## src/rtl/svcl_pkg.sv

```systemverilog
// ----------------------------------------------------------------------------
// svcl_pkg
// shared widths, register indexes, types and helpers of the voltage logger
// ----------------------------------------------------------------------------
package svcl_pkg;

  // field widths
  localparam int SAMPLE_W     = 13;
  localparam int FRAC_W       = 8;
  localparam int FIX_W        = SAMPLE_W + FRAC_W;
  localparam int WEIGHT_W     = 9;
  localparam int THR_W        = 13;
  localparam int TIME_W       = 32;
  localparam int LEVEL_IN_W   = 8;
  localparam int LEVEL_W      = 7;
  localparam int READ_INDEX_W = 8;
  localparam int CFG_IDX_W    = 2;
  localparam int CFG_DATA_W   = 32;

  // arithmetic constants
  localparam int WEIGHT_ONE = 1 << FRAC_W;
  localparam int MV_MAX     = (1 << SAMPLE_W) - 1;
  localparam int LEVEL_MAX  = 100;

  // log ring geometry
  localparam int LOG_DEPTH = 256;
  localparam int LOG_AW    = $clog2(LOG_DEPTH);
  localparam int CNT_W     = $clog2(LOG_DEPTH + 1);
  localparam int CMP_W     = (CNT_W > READ_INDEX_W) ? CNT_W : READ_INDEX_W;
  localparam int SUM_W     = CMP_W + 1;

  // item kinds
  localparam logic MODE_SAMPLE = 1'b0;
  localparam logic MODE_READ   = 1'b1;

  // configuration register indexes
  localparam logic [CFG_IDX_W-1:0] REG_SMOOTHING_WEIGHT    = 2'd0;
  localparam logic [CFG_IDX_W-1:0] REG_CHANGE_THRESHOLD_MV = 2'd1;
  localparam logic [CFG_IDX_W-1:0] REG_LOG_TIMEOUT_S       = 2'd2;

  // configuration reset values
  localparam logic [WEIGHT_W-1:0] WEIGHT_RST  = 9'd77;
  localparam logic [THR_W-1:0]    THR_RST     = 13'd10;
  localparam logic [TIME_W-1:0]   TIMEOUT_RST = 32'd1800;

  typedef struct packed {
    logic [TIME_W-1:0]   uptime;
    logic [SAMPLE_W-1:0] millivolts;
    logic [LEVEL_W-1:0]  level;
  } log_entry_t;

  typedef struct packed {
    logic              we;
    logic [LOG_AW-1:0] addr;
    log_entry_t        data;
  } log_wr_t;

  typedef struct packed {
    logic              re;
    logic [LOG_AW-1:0] addr;
  } log_rd_t;

  // fixed point to millivolts, round half up, clamp to the field range
  function automatic logic [SAMPLE_W-1:0] to_mv(input logic [FIX_W-1:0] fixed);
    logic [FIX_W:0] rounded;
    logic [SAMPLE_W:0] mv;
    rounded = {1'b0, fixed} + (FIX_W+1)'(1 << (FRAC_W - 1));
    mv = rounded[FIX_W:FRAC_W];
    if (mv > (SAMPLE_W+1)'(MV_MAX)) begin
      return SAMPLE_W'(MV_MAX);
    end
    return mv[SAMPLE_W-1:0];
  endfunction

endpackage

```

## src/rtl/svcl_ema.sv

```systemverilog
// ----------------------------------------------------------------------------
// svcl_ema
// one exponential moving average step in 13.8 fixed point
// ----------------------------------------------------------------------------
module svcl_ema import svcl_pkg::*; (
  input  logic [WEIGHT_W-1:0] weight,
  input  logic [FIX_W-1:0]    old_fix,
  input  logic [SAMPLE_W-1:0] sample_mv,
  output logic [FIX_W-1:0]    new_fix
);

  localparam int ACC_W = WEIGHT_W + FIX_W;

  logic [WEIGHT_W-1:0] w_sat;
  logic [WEIGHT_W-1:0] w_inv;
  logic [FIX_W-1:0]    s_fix;
  logic [ACC_W-1:0]    acc;

  // weights above one count as one
  assign w_sat = (weight > WEIGHT_W'(WEIGHT_ONE)) ? WEIGHT_W'(WEIGHT_ONE) : weight;
  assign w_inv = WEIGHT_W'(WEIGHT_ONE) - w_sat;
  assign s_fix = {sample_mv, {FRAC_W{1'b0}}};

  assign acc = ACC_W'(w_sat) * ACC_W'(s_fix) + ACC_W'(w_inv) * ACC_W'(old_fix)
             + ACC_W'(1 << (FRAC_W - 1));

  // empty filter loads the sample directly
  assign new_fix = (old_fix == '0) ? s_fix : acc[FRAC_W +: FIX_W];

endmodule

```

## config.mk

```make
export PLATFORM = sky130hd
export DESIGN_NAME = svcl_ema
export DESIGN_NICKNAME = d
export VERILOG_FILES = /design/src/rtl/svcl_pkg.sv /design/src/rtl/svcl_ema.sv
export SDC_FILE = /design/constraint.sdc
export NUM_CORES = 1
export LEC_CHECK = 0
export BUFFER_PORTS_ARGS = -buffer_cell sky130_fd_sc_hd__buf_2
export CORE_MARGIN = 2
export CORE_UTILIZATION = 65
export DETAILED_ROUTE_END_ITERATION = 12
export PLACE_DENSITY = 0.9
export SYNTH_ARGS = -nofsm -noshare
export SYNTH_HDL_FRONTEND = slang
export SYNTH_SLANG_ARGS = --single-unit
```

## constraint.sdc

```tcl
create_clock -name vclk -period 16.7
set_input_delay 2.505 -clock vclk [all_inputs]
set_output_delay 2.505 -clock vclk [all_outputs]
set_load 0.02 [all_outputs]
```

==> results_dict.tcl <==
set metrics [dict create \
    end_kind "output pin" \
    syn_area_um2 10100 \
    dieWidth_um 129 \
    synth.area.top_cells "fa_1, ha_1, and2_1" \
    setup_viol 0 \
    die_area_um2 16600 \
    ys_seq_area_share_pct 0 \
    required_ns 14.20 \
    drive_above_1_share_pct 8.03 \
    drt_iter0_drc 590 \
    worst_slew_pin_slew_ns 1.06 \
    period_share_pct 76.6 \
    cts_resized 0 \
    ctsHoldBuffers 0 \
    worst_path_max_delay_cell "nor2b_1" \
    wl_um 23800 \
    area_delta_synth_final_pct 3.65 \
    slew_violations 0 \
    num_vias 7949 \
    diodes 0 \
    drc 0 \
    crit_fanout 25 \
    io_pins 64 \
    worstSetupPathType "in -> out" \
    grt_setup_unrepaired "no" \
    crit_arrival_ns 10.29 \
    run_status "finished clean" \
    grtUsageTotal_pct 30.8 \
    ys.warnings.count 0 \
    grt_pass1_wl_um 40800 \
    postCtsSetupBuffers 0 \
    gp_congestion 0.920 \
    first_global_vias 8683 \
    antenna_found_initial 0 \
    hpwlAfterDp_um 19700 \
    n_sequential_cell 0 \
    ff_latch_area_um2 0 \
    finalNetCount 1555 \
    critPathLaunchType "primary input" \
    syn_area_per_cell_um2 8.55 \
    drt_pass1_iterations 5 \
    fin_crit_ns 12.80 \
    cap_violations 0 \
    slew_headroom_pct 29.4 \
    timing.setup.tns_ns 0 \
    postSynthCellCount 1184 \
    syn-num-nets 1542 \
    coreArea_um2 15200 \
    row_count 45 \
    nFillCells 1187 \
    yosysTopAreaCellShare_pct 45.5 \
    grt_max_degree 37 \
    synth_area_leader_cell "fa_1" \
    gr-total-overflow 0 \
    yosysMostFrequentCell "inv_1" \
    clock.fmax_ghz 0.0781 \
    yosysUniqueCellTypes 68 \
    start_util_pct 66.6 \
    port_buffers 64 \
    ant_nets 0 \
    synth_common_cells "inv_1, fa_1, and2_1, nand2_1, ha_1" \
    die_h_um 129 \
    clkbuf_count 0 \
    hold_viol_final 0 \
    hold_path_class "in -> out" \
    wire_per_inst_um 17.2 \
    slowest_delay_ns 0.88 \
    drt-vias-per-instance 5.75 \
]
logic make-up after synthesis:
kind of cell | Yosys count | synth area share, %
XOR/XNOR | 43 | 3.72
multiplexers | 2 | 0.222
buffers and inverters | 320 | 12.3
AND/OR/NAND/NOR | 413 | 21.5
AO/OA/AOI/OAI | 91 | 6.27
adder cells (fa/ha/maj) | 315 | 56.0
layer usage:
| metal | global-route usage [%] | share of wire (%) | up-vias |
|---|---|---|---|
| met5 | 0 | 0 | - |
| met1 | 39.7 | 38 | 4007 |
| met2 | 57.0 | 53 | 334 |
| met3 | 2.00 | 6.7 | 61 |
| met4 | 7.74 | 2.8 | 0 |
| li1 | - | - | 3547 |
area by class of cell:
cell class         instances  area, µm²  share of cell area, %
well taps                188        235                   2.24
repair buffers            76        410                   3.91
inverters                255        957                   9.12
multi-input cells        864       8890                   84.7
stage by stage:
step	hold slack [ns]	area [µm²]	std cells	setup slack (ns)	utilization, %
after floorplan	5.35	10100	1184	5.12	-
after global placement	5.44	10500	1383	4.37	69.0
after CTS	5.46	10500	1383	4.04	69.0
after detailed placement	5.46	10500	1383	4.07	69.0
after global routing	5.50	10500	1383	3.47	69.0
final	5.46	10500	1383	3.90	69.0
worst max-delay path, delay by kind of cell:
family | cells | cell delay (ns)
adders and majority gates | 7 | 2.91
AOI/OAI and AO/OA | 9 | 1.91
and+or+nand+nor | 6 | 1.76
buffers and inverters | 6 | 0.65
xor gates and xnor gates | 2 | 0.28
muxes | 1 | 0.26
final timing paths:
path / end / slack, ns / cells past startpoint / startpoint
setup / recovery: new_fix[19] / 3.90 / 31 / weight[8]
hold / removal: new_fix[20] / 5.46 / 4 / sample_mv[12]
cells in the final DEF (no fill, tap or decap), types with 3 or more instances in the layout:
| cell | n |
|---|---|
| inv_1 | 254 |
| fa_1 | 230 |
| and2_1 | 169 |
| nand2_1 | 164 |
| ha_1 | 85 |
| buf_2 | 64 |
| xnor2_1 | 27 |
| nor2_1 | 23 |
| o21ai_0 | 19 |
| a21oi_1 | 18 |
| xor2_1 | 15 |
| buf_4 | 12 |
| nor2b_1 | 10 |
| nor3_1 | 8 |
| a21o_1 | 8 |
| a211oi_1 | 7 |
| o21bai_1 | 5 |
| nand3_1 | 5 |
| o31ai_1 | 5 |
| and3_1 | 4 |
| o211ai_1 | 4 |
| o21ai_1 | 3 |
| nor4_1 | 3 |
Power is not shown: default switching activity piles up to over one toggle a cycle in this logic, so the estimate is an artifact.
